===== config.mk =====
export PLATFORM = sky130hd
export DESIGN_NAME = http_request_line_tokenizer_core_flat
export DESIGN_NICKNAME = d
export VERILOG_FILES = /design/src/hw/rtl/hrlt_pkg.sv /design/src/hw/rtl/hrlt_if.sv /design/src/hw/rtl/http_request_line_tokenizer_core.sv /design/src/flat_wrapper.sv
export SDC_FILE = /design/constraint.sdc
export NUM_CORES = 1
export LEC_CHECK = 0
export BUFFER_PORTS_ARGS = -buffer_cell sky130_fd_sc_hd__buf_2
export CAP_MARGIN = 40
export CORE_AREA = 2 2 47 93
export CTS_CLUSTER_SIZE = 30
export DETAILED_ROUTE_END_ITERATION = 6
export DIE_AREA = 0 0 49 95
export PLACE_DENSITY = 0.61
export SKIP_CTS_REPAIR_TIMING = 1
export SLEW_MARGIN = 20
export SYNTH_ARGS = -nofsm -noshare
export SYNTH_HDL_FRONTEND = slang
export SYNTH_SLANG_ARGS = --single-unit

===== constraint.sdc =====
create_clock -name i_clk -period 4.65 [get_ports i_clk]
set_input_delay 0 -clock i_clk [delete_from_list [all_inputs] [get_ports i_clk]]
set_output_delay 0 -clock i_clk [all_outputs]
set_load 0.005 [all_outputs]

===== src/hw/rtl/hrlt_pkg.sv =====
// Shared types and constants for the HTTP request-line tokenizer.
package hrlt_pkg;

    // Character codes the parser reacts to
    localparam logic [7:0] CH_SP = 8'h20;
    localparam logic [7:0] CH_SL = 8'h2F;
    localparam logic [7:0] CH_CR = 8'h0D;
    localparam logic [7:0] CH_LF = 8'h0A;

    // Parse phase, one-hot
    typedef enum logic [7:0] {
        PH_METHOD  = 8'b0000_0001,
        PH_SLASH   = 8'b0000_0010,
        PH_TARGET  = 8'b0000_0100,
        PH_VERSION = 8'b0000_1000,
        PH_BAD_NL  = 8'b0001_0000,
        PH_REQ_LF  = 8'b0010_0000,
        PH_HEADER  = 8'b0100_0000,
        PH_HDR_LF  = 8'b1000_0000
    } t_phase;

    // Field tag carried with each byte
    typedef enum logic [2:0] {
        TAG_METHOD  = 3'd0,
        TAG_TARGET  = 3'd1,
        TAG_VERSION = 3'd2,
        TAG_HEADER  = 3'd3,
        TAG_DELIM   = 3'd4
    } t_tag;

    // Per-byte status
    typedef enum logic [1:0] {
        ST_BUSY  = 2'd0,
        ST_DONE  = 2'd1,
        ST_SHORT = 2'd2,
        ST_ERROR = 2'd3
    } t_status;

endpackage


===== src/hw/rtl/hrlt_if.sv =====
// Valid/ready stream interfaces for the tokenizer input bytes and tagged results.
interface hrlt_in_if;
    logic       valid;
    logic       ready;
    logic [7:0] data_byte;
    logic       buffer_end;

    modport source (output valid, output data_byte, output buffer_end, input ready);
    modport sink   (input valid, input data_byte, input buffer_end, output ready);
endinterface

interface hrlt_out_if;
    logic       valid;
    logic       ready;
    logic [7:0] byte_out;
    logic [2:0] field_tag;
    logic [1:0] status;

    modport source (output valid, output byte_out, output field_tag, output status,
                    input ready);
    modport sink   (input valid, input byte_out, input field_tag, input status,
                    output ready);
endinterface


===== src/hw/rtl/http_request_line_tokenizer_core.sv =====
// HTTP request-line and header tokenizer: one tagged result per input byte.
//
// Usage:
//   i_req carries raw request bytes with a buffer_end flag on the last byte
//   currently available. o_res returns every byte unchanged, with a field tag
//   (method, target, version, header text, delimiter/discarded) and a status
//   (in progress, request complete, incomplete at buffer end, error).
//   Both channels transfer on a clock edge where valid and ready are high.
//   Each byte passes through one input register, then the parse logic
//   feeding the result register, from which it transfers on o_res.
//   Throughput is one byte per cycle while o_res is ready; the parse state
//   updates as a byte moves from the input register into the result
//   register, so each byte sees the state left by the one before it.
//   When o_res stalls, the result register holds, the input register holds
//   one more byte, and i_req.ready drops once both are full.
//   After an error the block discards bytes through the next buffer end.
//   Reset (i_rst_n low, synchronous) empties both registers and returns the
//   parser to expecting method bytes on an empty line, with discarding off.
module http_request_line_tokenizer_core (
    input  logic              i_clk,
    input  logic              i_rst_n,
    hrlt_in_if.sink           i_req,
    hrlt_out_if.source        o_res
);
    import hrlt_pkg::*;

    // Input register
    logic       r_in_valid;
    logic [7:0] r_in_byte;
    logic       r_in_last;

    // Result register
    logic       r_out_valid;
    logic [7:0] r_out_byte;
    t_tag       r_out_tag;
    t_status    r_out_status;

    // Parse state
    t_phase     r_phase;
    logic       r_line_empty;
    logic       r_error_drain;

    t_phase     n_phase;
    logic       n_line_empty;
    logic       n_error_drain;
    t_tag       n_tag;
    t_status    n_status;

    logic       out_load;
    logic       in_advance;
    logic       in_load;
    logic       bad;
    logic       done;

    // Handshake: result register loads when empty or being taken
    assign out_load   = !r_out_valid || o_res.ready;
    assign in_advance = r_in_valid && out_load;
    assign in_load    = !r_in_valid || in_advance;
    assign i_req.ready = in_load;

    // Parse one byte against the current state
    always_comb begin
        n_phase       = r_phase;
        n_line_empty  = r_line_empty;
        n_error_drain = r_error_drain;
        n_tag         = TAG_DELIM;
        n_status      = ST_BUSY;
        bad           = 1'b0;
        done          = 1'b0;

        if (r_error_drain) begin
            // discarding until buffer end
            if (r_in_last) begin
                n_error_drain = 1'b0;
                n_phase       = PH_METHOD;
                n_line_empty  = 1'b1;
            end
        end else begin
            case (r_phase)
                PH_SLASH: begin
                    if (r_in_byte == CH_SL) n_phase = PH_TARGET;
                    else bad = 1'b1;
                end
                PH_TARGET: begin
                    if (r_in_byte == CH_SP) n_phase = PH_VERSION;
                    else if (r_in_byte == CH_CR) bad = 1'b1;
                    else n_tag = TAG_TARGET;
                end
                PH_VERSION: begin
                    if (r_in_byte == CH_SP) n_phase = PH_BAD_NL;
                    else if (r_in_byte == CH_CR) n_phase = PH_REQ_LF;
                    else n_tag = TAG_VERSION;
                end
                PH_BAD_NL: begin
                    bad = 1'b1;
                end
                PH_REQ_LF: begin
                    if (r_in_byte == CH_LF) begin
                        n_phase      = PH_HEADER;
                        n_line_empty = 1'b1;
                    end else begin
                        bad = 1'b1;
                    end
                end
                PH_HEADER: begin
                    if (r_in_byte == CH_CR) begin
                        n_phase = PH_HDR_LF;
                    end else begin
                        n_tag        = TAG_HEADER;
                        n_line_empty = 1'b0;
                    end
                end
                PH_HDR_LF: begin
                    if (r_in_byte == CH_LF) begin
                        if (r_line_empty) begin
                            done = 1'b1;
                        end else begin
                            n_phase      = PH_HEADER;
                            n_line_empty = 1'b1;
                        end
                    end else begin
                        bad = 1'b1;
                    end
                end
                default: begin
                    // method, and any stray code
                    if (r_in_byte == CH_SP) n_phase = PH_SLASH;
                    else if (r_in_byte == CH_CR) bad = 1'b1;
                    else begin
                        n_tag   = TAG_METHOD;
                        n_phase = PH_METHOD;
                    end
                end
            endcase

            // Line outcome and restart
            if (bad) begin
                n_tag         = TAG_DELIM;
                n_status      = ST_ERROR;
                n_phase       = PH_METHOD;
                n_line_empty  = 1'b1;
                n_error_drain = !r_in_last;
            end else if (done) begin
                n_status     = ST_DONE;
                n_phase      = PH_METHOD;
                n_line_empty = 1'b1;
            end else if (r_in_last) begin
                n_status     = ST_SHORT;
                n_phase      = PH_METHOD;
                n_line_empty = 1'b1;
            end
        end
    end

    // Control registers
    always_ff @(posedge i_clk) begin
        if (!i_rst_n) begin
            r_in_valid    <= 1'b0;
            r_out_valid   <= 1'b0;
            r_phase       <= PH_METHOD;
            r_line_empty  <= 1'b1;
            r_error_drain <= 1'b0;
        end else begin
            if (in_load) r_in_valid <= i_req.valid;
            if (out_load) r_out_valid <= r_in_valid;
            if (in_advance) begin
                r_phase       <= n_phase;
                r_line_empty  <= n_line_empty;
                r_error_drain <= n_error_drain;
            end
        end
    end

    // Payload registers
    always_ff @(posedge i_clk) begin
        if (in_load) begin
            r_in_byte <= i_req.data_byte;
            r_in_last <= i_req.buffer_end;
        end
        if (in_advance) begin
            r_out_byte   <= r_in_byte;
            r_out_tag    <= n_tag;
            r_out_status <= n_status;
        end
    end

    assign o_res.valid     = r_out_valid;
    assign o_res.byte_out  = r_out_byte;
    assign o_res.field_tag = r_out_tag;
    assign o_res.status    = r_out_status;

    // Checks
    a_phase_onehot: assert property (@(posedge i_clk) disable iff (!i_rst_n)
        $onehot(r_phase))
        else $error("parse phase lost its one-hot code");

    a_drain_restarted: assert property (@(posedge i_clk) disable iff (!i_rst_n)
        r_error_drain |-> (r_phase == PH_METHOD && r_line_empty))
        else $error("discarding without a restarted parser");

    a_end_is_delim: assert property (@(posedge i_clk) disable iff (!i_rst_n)
        (r_out_valid && (r_out_status == ST_DONE || r_out_status == ST_ERROR))
        |-> (r_out_tag == TAG_DELIM))
        else $error("completing or error byte not tagged as delimiter");

    a_restart_after_end: assert property (@(posedge i_clk) disable iff (!i_rst_n)
        (r_out_valid && r_out_status != ST_BUSY) |-> (r_phase == PH_METHOD))
        else $error("parser not restarted after request end");

endmodule

===== src/flat_wrapper.sv =====
// flat-port wrapper written by rule: the top's interface ports become plain ports
module http_request_line_tokenizer_core_flat import hrlt_pkg::*;
  (i_clk, i_rst_n, i_req_valid, i_req_data_byte, i_req_buffer_end, i_req_ready, o_res_valid, o_res_byte_out, o_res_field_tag, o_res_status, o_res_ready);
  hrlt_in_if i_req_i ();
  hrlt_out_if o_res_i ();
  input  logic i_clk;
  input  logic i_rst_n;
  input wire logic [$bits(i_req_i.valid)-1:0] i_req_valid;
  input wire logic [$bits(i_req_i.data_byte)-1:0] i_req_data_byte;
  input wire logic [$bits(i_req_i.buffer_end)-1:0] i_req_buffer_end;
  output wire logic [$bits(i_req_i.ready)-1:0] i_req_ready;
  output wire logic [$bits(o_res_i.valid)-1:0] o_res_valid;
  output wire logic [$bits(o_res_i.byte_out)-1:0] o_res_byte_out;
  output wire logic [$bits(o_res_i.field_tag)-1:0] o_res_field_tag;
  output wire logic [$bits(o_res_i.status)-1:0] o_res_status;
  input wire logic [$bits(o_res_i.ready)-1:0] o_res_ready;
  assign i_req_i.valid = i_req_valid;
  assign i_req_i.data_byte = i_req_data_byte;
  assign i_req_i.buffer_end = i_req_buffer_end;
  assign i_req_ready = i_req_i.ready;
  assign o_res_valid = o_res_i.valid;
  assign o_res_byte_out = o_res_i.byte_out;
  assign o_res_field_tag = o_res_i.field_tag;
  assign o_res_status = o_res_i.status;
  assign o_res_i.ready = o_res_ready;
  http_request_line_tokenizer_core u_core (.i_clk(i_clk), .i_rst_n(i_rst_n), .i_req(i_req_i), .o_res(o_res_i));
endmodule

# [Word level (Yosys, flattened, before mapping)]
# Cells that the tools add are included.
[totals] register_bits=34 output_inout_bits=15 elab_cells=94
[classes] n_eq_ne=23 reduce_logical=13 mux=48
[ops] cell="2-to-1 mux 8 bit" n=15
[ops] cell="one-hot mux 8 bit (7 select lines)" n=1
[ops] cell="inequality test 5 x 1 -> 1 bit (second input constant)" n=6
[ops] cell="== test 8 x 4 -> 1 bit (second input constant)" n=3
[ops] cell="== test 8 x 6 -> 1 bit (second input constant)" n=3
[ops] cell="2-to-1 mux 3 bit" n=7
[ops] cell="2-to-1 mux 1 bit" n=19
[ops] cell="one-hot mux 3 bit (4 select lines)" n=1
[ops] cell="AND reduction 11 bit" n=1
[ops] cell="inequality test 10 x 8 -> 1 bit (second input constant)" n=1
[ops] cell="inequality test 5 x 4 -> 1 bit (second input constant)" n=2
[ops] cell="== test 8 x 2 -> 1 bit (second input constant)" n=1
[ops] cell="== test 8 x 3 -> 1 bit (second input constant)" n=1
[ops] cell="== test 8 x 5 -> 1 bit (second input constant)" n=1
[ops] cell="== test 8 x 7 -> 1 bit (second input constant)" n=1
[ops] cell="== test 8 bit (second input constant)" n=1
[ops] cell="2-to-1 mux 2 bit" n=3
[ops] cell="inequality test 6 x 1 -> 1 bit (second input constant)" n=1
[ops] cell="OR reduction 2 bit" n=3
[ops] cell="AND reduction 5 bit" n=1
[ops] cell="nonzero test 5 bit" n=1
[ops] cell="inequality test 4 x 1 -> 1 bit (second input constant)" n=1
[ops] cell="one-hot mux 1 bit (4 select lines)" n=1
[ops] cell="OR reduction 4 bit" n=1
[ops] cell="5 further kinds" n=8

# [Longest topological paths before layout]
# Gate-level depths: netlist (run 1).
[depth] ltp_word=8 mapped_depth=7 depth_no_buf=6

# [Worst setup path after synthesis (run 1)]
# No wires, ideal clock.
[synth_timing] kind="register to register" from="reg u_core.r_in_byte[4]" to="reg u_core.r_phase[1]" n_path_buf=0 stages_incl_launch_ff=7 synth_period_minus_slack_ns=2.314 arrival_ns=2.229 slack_ns=2.336 setup_time_ns=0.085 required_time_ns=4.565 path_cell_list="edfxtp_1 > or4b_4 > or3_4 > a32o_1 > a2111oi_4 > o2111ai_4 > o31ai_2"
[synth_between] elab_chain_cells=7
[synth_lines] element="start, declared" line_no="http_request_line_tokenizer_core.sv:29" text="logic [7:0] r_in_byte;"
[synth_lines] element="start signal, assigned" line_no="http_request_line_tokenizer_core.sv:177" text="r_in_byte <= i_req.data_byte;"
[synth_lines] element="== test 8 x 4 -> 1 bit (tied with other cells)"
[synth_lines] element="2-to-1 mux 1 bit (tied with other cells)" line_no="http_request_line_tokenizer_core.sv:86, http_request_line_tokenizer_core.sv:128"
[synth_lines] element="2-to-1 mux 1 bit (tied with other cells)" line_no="http_request_line_tokenizer_core.sv:85" text="if (r_in_byte == CH_SP) n_phase = PH_VERSION;"
[synth_lines] element="one-hot mux 1 bit (4 select lines) (tied with other cells)" line_no="http_request_line_tokenizer_core.sv:79" text="case (r_phase)"
[synth_lines] element="2-to-1 mux 1 bit / 2-to-1 mux 8 bit (equally long branches)" line_no="http_request_line_tokenizer_core.sv:71, http_request_line_tokenizer_core.sv:143"
[synth_lines] element="inequality test 10 x 8 -> 1 bit (no source line) (tied with other cells)"
[synth_lines] element="AND reduction 11 bit (no source line) / 2-to-1 mux 8 bit (equally long branches)"
[synth_lines] element="end signal, assigned" line_no="http_request_line_tokenizer_core.sv:167" text="r_phase <= n_phase;"
[synth_lines] element="end, declared" line_no="http_request_line_tokenizer_core.sv:39" text="t_phase r_phase;"
# Parallel ways exist; a longest one is shown, timed or not. The select of a mux whose other input is x is not followed.
# A chain may end at the register's enable or synchronous reset.

# [Final worst setup path (run 1)]
[layout_timing] from="reg u_core.r_in_byte[5]" to="reg u_core.r_phase[1]"
# Same word-level chain as after synthesis.

==> results of run 1 <==
## power groups by stage
stage	clock (mW)	combinational (mW)	sequential, mW
4_1_cts	0.211	0.0281	0.339
2_1_floorplan	0	0.0130	0.345
3_5_place_dp	0	0.0280	0.345
6_report	0.206	0.0341	0.339
3_3_place_gp	0	0.0281	0.345
5_1_grt	0.221	0.0376	0.340
## logic make-up after synthesis
family                    synth area share
DFF                                  0.535
and+or+nand+nor                      0.259
xor gates and xnor gates            0.0156
buffers and inverters               0.0245
AOI/OAI and AO/OA                    0.165
## critical path: cells and delay by family (launching register included)
family | cells | cell delay [ps]
AO/OA/AOI/OAI | 3 | 900
flip-flops | 1 | 420
AND/OR/NAND/NOR | 3 | 1270
## placed cells by master (no fill, tap or decap), types with 3 or more instances in the layout
master and instances:
buf_2 27, edfxtp_1 22, nor2_1 16, dfxtp_1 12, dlygate4sd3_1 10, nand2_1 8, nand3_1 7, nand2b_1 6
inv_1 5, o2bb2ai_1 5, clkbuf_8 5, or4_1 4, and3_1 4, a21oi_1 4, nor2b_1 3, nor4_1 3
xor2_1 3, or2_2 3, and4b_1 3, nor3_1 3, nand4b_1 3
## layer usage
metal | share of wire | wire [um] | vias up
li1 | - | - | 655
met1 | 0.43 | 1500 | 616
met2 | 0.50 | 1750 | 55
met3 | 0.054 | 191 | 8
met4 | 0.020 | 70 | 0
met5 | 0 | 0 | -
## cell type report
class / count / area (um^2)
fillers: 379 / 1950
flip-flops and latches: 34 / 901
multi-input cells: 104 / 741
repair buffers: 38 / 243
clock buffers: 5 / 68.8
well taps: 52 / 65.1
inverters: 5 / 18.8
clock inverters: 3 / 16.3
## worst paths after layout
kind              slack, ps                                 end  cells past startpoint
hold / removal           40     u_core.o_res.valid$_SDFFE_PN0N_                      4
hold reg to reg         470  u_core.o_res.byte_out[4]$_DFFE_PP_                      0
setup reg to reg       1990      u_core.r_phase[1]$_SDFFE_PN0P_                      6
setup / recovery       1990      u_core.r_phase[1]$_SDFFE_PN0P_                      6
## flip-flops by register name, indices dropped and copies added (netlist names)
register / cells
u_core.r_phase: 8
u_core.r_error_drain: 1
u_core.o_res.field_tag: 3
u_core.o_res.valid: 1
u_core.o_res.status: 2
u_core.r_in_last: 1
u_core.r_in_byte: 8
u_core.r_in_valid: 1
u_core.r_line_empty: 1
u_core.o_res.byte_out: 8
==> results by group, run 1 <==
Power
  • P_int: 454 uW
  • P_leak: 0.772 nW
  • Switching part of the total: 0.216
  • Switching pwr: 125 uW
  • Max rail drop VDD: 0.273 mV
  • Clock share of power: 0.356
  • Reg power frac: 0.585
  • PD cells: 282 nW/um^2
  • Comb power frac: 0.059
  • Total power draw: 579 uW

Critical path
  • CP Cell Sequence: or4_1 -> nor4_1 -> nor2_1 -> a2111oi_4 -> o2111ai_4 -> o31ai_2
  • Largest fanout on the critical path: 7
  • Worst Setup End Kind: flip-flop
  • Crit path from: u_core.r_in_byte[5]$_DFFE_PP_
  • Setup crit start kind: flip-flop
  • Worst path slowest cell: or4_1
  • CP required: 4850 ps
  • Crit path arrival time: 2870 ps
  • WS Path Type: reg -> reg
  • Reg2reg start: u_core.r_in_byte[5]$_DFFE_PP_
  • Crit-path max cell delay: 600 ps

GRT
  • First-pass GRT wire length: 5.92 mm
  • Initial antenna violation count: 0
  • Met3 usage: 0.0301
  • Met1 Usage GRT: 0.205
  • GR Layer Usage met2: 0.273
  • Grt ovf: 0
  • Total GRT Usage: 0.164
  • Largest net degree at the start of global routing: 17
  • Number of global-route vias before repair: 1,283
  • Busiest grt layer: met2

STA
  • RSZ-0062 raised after global routing: false
  • Crit path time final: 2660 ps
  • Max Freq: 375 MHz
  • Sum of negative setup slack: 0 ps
  • Final worst path period share: 0.573
  • Clk_skew: 9.68 ps
  • Slew Viols, Final: 0
  • Setup violators final: 0
  • Hold Slack: 43.7 ps
  • Slew margin rel.: 0.564
  • Slew @ Worst Pin: 648 ps
  • Fin worst setup slack: 1990 ps
  • Final hold violation count: 0

Die
  • Site Rows: 33
  • I/O pin count: 28
  • Die height: 95 um
  • Chip width: 49 um
  • Die Area: 4660 um^2
  • Starting density of the core: 0.420
  • Core area: 4010 um^2

Clocking
  • CTS Sinks: 34
  • Clock slew at reported path FFs: 70 ps
  • Clock Latency Late Sink: 280 ps
  • Clock tree root buffer cell: clkbuf_8
  • CTS tree: yes
  • TritonCTS Buffers: 5
  • # H-tree levels: 2
  • Worst-case clock buffer depth: 2

Yosys
  • Post-synth top area share: 0.393
  • Yosys warnings: 0
  • Post-synth EDFFs: 22
  • Top cells by area, synth: edfxtp_1 39%, dfxtp_1 14%, nor2_1 3.6%
  • Ys async rst share: 0
  • Unique cell type count in the Yosys netlist: 44
  • Mean Syn Cell Area: 11.3 um^2
  • Mapped cell area: 1680 um^2
  • Top-count cell post-synth: edfxtp_1
  • Seq cells post-synth: 34
  • Mapped Cells: 149
  • Synth top cells by count: 22 x edfxtp_1, 16 x nor2_1, 12 x dfxtp_1, 8 x nand2_1, 7 x nand3_1
  • Synthesized Nets: 162
  • Register area share after synthesis: 0.535
  • Largest area contributor in the netlist: edfxtp_1
  • Main synth FF type: edfxtp_1

Placement
  • Input/output buffers: 27
  • Placed inst area: 1870 um^2
  • Placed insts: 223
  • HPWL after DPL: 2.68 mm
  • GP Congestion: 0.894
  • Place WS: 2000 ps

Drt
  • Wire length per cell: 14.6 um
  • DRC violations left: 0
  • Drt via density: 5.54
  • Antenna Nets Post-Route: 0
  • DRT Wirelength: 3.51 mm
  • First-pass DRT Iterations: 6
  • Via count: 1,334
  • 1st-iter DRT viols: 76

Final layout
  • Layout Cells excl Fill: 241
  • Nets@finish: 201
  • Area Growth Syn to Fin: 22.0%
  • N_diodes: 0
  • Finished Core Util: 0.513
  • Layout cells sized above 1: 0.243
  • Design Area, Final: 2050 um^2

Min path
  • Hold Path Class: in -> reg
  • Min-delay src: o_res_ready

Outcome
  • Status: completed

Run
  • # Max-Cap Violations: 0
Power figures use the tool's default switching activity.
==> run 2: changes to the inputs <==
--- a/config.mk
+++ b/config.mk
@@ -5,13 +5,14 @@
 export SDC_FILE = /design/constraint.sdc
 export NUM_CORES = 1
 export LEC_CHECK = 0
+export ABC_AREA = 1
 export BUFFER_PORTS_ARGS = -buffer_cell sky130_fd_sc_hd__buf_2
 export CAP_MARGIN = 40
-export CORE_AREA = 2 2 47 93
+export CORE_AREA = 2 2 48 94
 export CTS_CLUSTER_SIZE = 30
 export DETAILED_ROUTE_END_ITERATION = 6
-export DIE_AREA = 0 0 49 95
-export PLACE_DENSITY = 0.61
+export DIE_AREA = 0 0 50 96
+export PLACE_DENSITY = 0.63
 export SKIP_CTS_REPAIR_TIMING = 1
 export SLEW_MARGIN = 20
 export SYNTH_ARGS = -nofsm -noshare
==> constraint.sdc (replaced) <==
create_clock -name i_clk -period 2.3 [get_ports i_clk]
set_input_delay 0 -clock i_clk [delete_from_list [all_inputs] [get_ports i_clk]]
set_output_delay 0 -clock i_clk [all_outputs]
set_load 0.005 [all_outputs]
==> results by group, run 2 <==
Outcome
  • Status: completed

Final layout
  • Design Area, Final: 2120 um^2 (+3.2%)
  • Nets@finish: 260 (+29%)
  • N_diodes: 0 (unchanged)
  • Layout cells sized above 1: 0.242 (-0.00145)
  • Most common cell after layout, fill and taps aside: nand2_1
  • Area Growth Syn to Fin: 22.8%
  • Most frequent cells in the layout: 43 x nand2_1, 28 x inv_1, 27 x buf_2
  • Fill count: 384 (+1.3%)

Yosys
  • Mapped Cells: 202 (+36%)
  • Largest area contributor in the netlist: edfxtp_1
  • Post-synth top area share: 0.383 (-0.00968)
  • Synthesized Nets: 215 (+33%)
  • Synth top cells by count: 43 x nand2_1, 28 x inv_1, 24 x nor2_1, 22 x edfxtp_1, 16 x nand3_1
  • Mapped cell area: 1730 um^2 (+2.5%)
  • Mux contribution to synthesized area: 0 (unchanged)
  • Mean Syn Cell Area: 8.54 um^2 (-24%)
  • Compound-Gate Fraction of Synth Area: 0.0595 (-0.106)
  • Top cells by area, synth: edfxtp_1 38%, dfxtp_1 14%, nand2_1 9.4%
  • Largest family of logic cells by synthesized area: simple AND/OR/NAND/NOR gates
  • Unique cell type count in the Yosys netlist: 23 (-48%)
  • Main synth FF type: edfxtp_1
  • Top-count cell post-synth: nand2_1
  • Adder-Cell Fraction of Synth Area: 0 (unchanged)
  • Area fraction in and, or, nand and nor cells after synthesis: 0.345 (+0.0857)
  • Yosys warnings: 0 (unchanged)
  • Post-synth EDFFs: 22 (unchanged)
  • Ys async rst share: 0 (unchanged)
  • Register area share after synthesis: 0.522 (-0.0132)
  • Post-synthesis xor/xnor area fraction: 0 (-0.0156)
  • Seq cells post-synth: 34 (unchanged)

Power
  • Max rail drop VDD: 0.310 mV (+13%)
  • P_leak: 0.927 nW (+20%)
  • PD cells: 595 nW/um^2 (+110%)

STA
  • RSZ-0062 raised after global routing: false
  • Max Freq: 577 MHz (+54%)
  • Final worst path period share: 0.754 (+0.181)
  • Fin worst setup slack: 566 ps (-1420 ps)
  • Slew Viols, Final: 0 (unchanged)
  • Slew margin rel.: 0.640 (+0.0761)
  • Setup violators final: 0 (unchanged)
  • Clk_skew: 2.52 ps (-7.16 ps)
  • Sum of negative setup slack: 0 ps (unchanged)
  • Crit path time final: 1730 ps (-930 ps)
  • Final hold violation count: 0 (unchanged)
  • Slew @ Worst Pin: 539 ps (-110 ps)

Placement
  • Input/output buffers: 27 (unchanged)
  • HPWL after DPL: 3.08 mm (+15%)
  • GP Congestion: 0.882 (-1.3%)
  • Placed inst area: 1930 um^2 (+3.3%)
  • Place WS: 545 ps (-1460 ps)

Drt
  • Wire length per cell: 13.0 um (-11%)
  • 1st-iter DRT viols: 51 (-33%)
  • Drt via density: 4.98 (-10%)
  • Antenna Nets Post-Route: 0 (unchanged)
  • First-pass DRT Iterations: 5 (-1)
  • Via count: 1,494 (+12%)
  • DRT Wirelength: 3.91 mm (+11%)
  • DRC violations left: 0 (unchanged)

Die
  • I/O pin count: 28 (unchanged)
  • Die Area: 4800 um^2 (+3.1%)
  • Die height: 96 um (+1.1%)
  • Core area: 4090 um^2 (+2.1%)
  • Chip width: 50 um (+2.0%)
  • Site Rows: 33 (unchanged)
  • Starting density of the core: 0.422 (+0.00192)

Critical path
  • Crit-path max cell delay: 410 ps (-190 ps)
  • Worst path slowest cell: edfxtp_1
  • CP Depth: 10 (+4)
  • CP delay by family, top: simple AND/OR/NAND/NOR gates
  • CP required: 2320 ps (-2530 ps)
  • CP Cell Sequence: nor2_1 -> nand2_1 -> nor2_1 -> nor2_1 -> nor2_2 -> nand2_2 -> inv_1 -> nand2_2 -> inv_1 -> o2111ai_1
  • Setup crit start kind: flip-flop
  • Worst Setup End Kind: flip-flop
  • WS Path Type: reg -> reg
  • CP dominant cell by count: nor2_1
  • WP buf/inv: 2 (+2)
  • Largest fanout on the critical path: 4 (-3)
  • Crit path arrival time: 1750 ps (-1120 ps)
  • FF-to-FF path depth: 10 (+4)

Clocking
  • Clock slew at reported path FFs: 60 ps (about the same)
  • CTS Sinks: 34 (unchanged)
  • # H-tree levels: 2 (unchanged)
  • Worst-case clock buffer depth: 2 (unchanged)
  • Clock tree root buffer cell: clkbuf_8
  • Clock Latency Late Sink: 280 ps (about the same)
  • CTS tree: yes
  • TritonCTS Buffers: 5 (unchanged)

GRT
  • Grt ovf: 0 (unchanged)
  • Initial antenna violation count: 0 (unchanged)
  • First-pass GRT wire length: 6.45 mm (+9.0%)
  • Total GRT Usage: 0.187 (+0.0234)
  • Largest net degree at the start of global routing: 14 (-3)
  • Number of global-route vias before repair: 1,400 (+9.1%)

Min path
  • Min-Delay Path Depth: 4 (unchanged)
  • Hold Path Class: in -> reg

Run
  • # Max-Cap Violations: 0 (unchanged)
[run 2: cell types whose count changed in the layout (fill, tap and decap cells not counted), moves of 6 or more]
cell	before	now
nand3_1	7	16
nor2_2	0	9
nand2_1	8	43
nand2b_1	6	0
nor2_1	16	24
inv_1	5	28
a21oi_1	4	10
[run 2: per-layer routing]
metal  track usage  part of all wire  routed length [um]
met4         0.116             0.040                 155
met5             0                 0                   0
met2         0.378              0.60                2330
met1         0.156              0.33                1280
met3        0.0388             0.036                 140
[run 2: cell families (layout without fill, tap and decap cells)]
kind of cell | Yosys count | after routing
and+or+nand+nor | 116 | 116
buffers and inverters | 33 | 79
AOI/OAI and AO/OA | 19 | 19
DFF | 34 | 34
[run 2: worst paths after layout]
kind                            slack [ps]                                       to                           from
worst min register to register         470       u_core.o_res.byte_out[7]$_DFFE_PP_  u_core.r_in_byte[7]$_DFFE_PP_
worst max-delay path                   570  u_core.o_res.field_tag[2]$_SDFFCE_PP1P_  u_core.r_in_byte[6]$_DFFE_PP_
worst max register to register         570  u_core.o_res.field_tag[2]$_SDFFCE_PP1P_  u_core.r_in_byte[6]$_DFFE_PP_
worst min-delay path                    10          u_core.o_res.valid$_SDFFE_PN0N_                    o_res_ready
[run 2: where the power goes]
part           switching [mW]  internal (mW)
sequential             0.0242          0.685
combinational          0.0908         0.0618
clock                   0.198          0.202
total                   0.313          0.948
[run 2: final cells by class]
| class | instances | area [um^2] | share of cell area |
|---|---|---|---|
| clock buffers | 5 | 68.8 | 0.0325 |
| clock inverters | 3 | 11.3 | 0.00531 |
| inverters | 32 | 123 | 0.0579 |
| multi-input cells | 135 | 698 | 0.329 |
| flip-flops and latches | 34 | 901 | 0.425 |
| well taps | 52 | 65.1 | 0.0307 |
| repair buffers | 39 | 253 | 0.119 |
[run 2: worst reg2reg max path, delay by kind of cell, from the launching register on]
family	cells	cell delay [ps]
AO/OA/AOI/OAI	1	80
buffers and inverters	2	140
flip-flops	1	410
AND/OR/NAND/NOR	7	850
[run 2: through the flow]
step / std cells / total power [mW] / util / hold WS (ps)
after detailed placement: 281 / 0.860 / 0.472 / 178
final: 300 / 1.26 / 0.519 / 14.9
after CTS: 289 / 1.26 / 0.492 / -117
after global placement: 281 / 0.858 / 0.472 / 178
after floorplan: 202 / 0.810 / - / 98.9
after global routing: 300 / 1.33 / 0.519 / 44.4
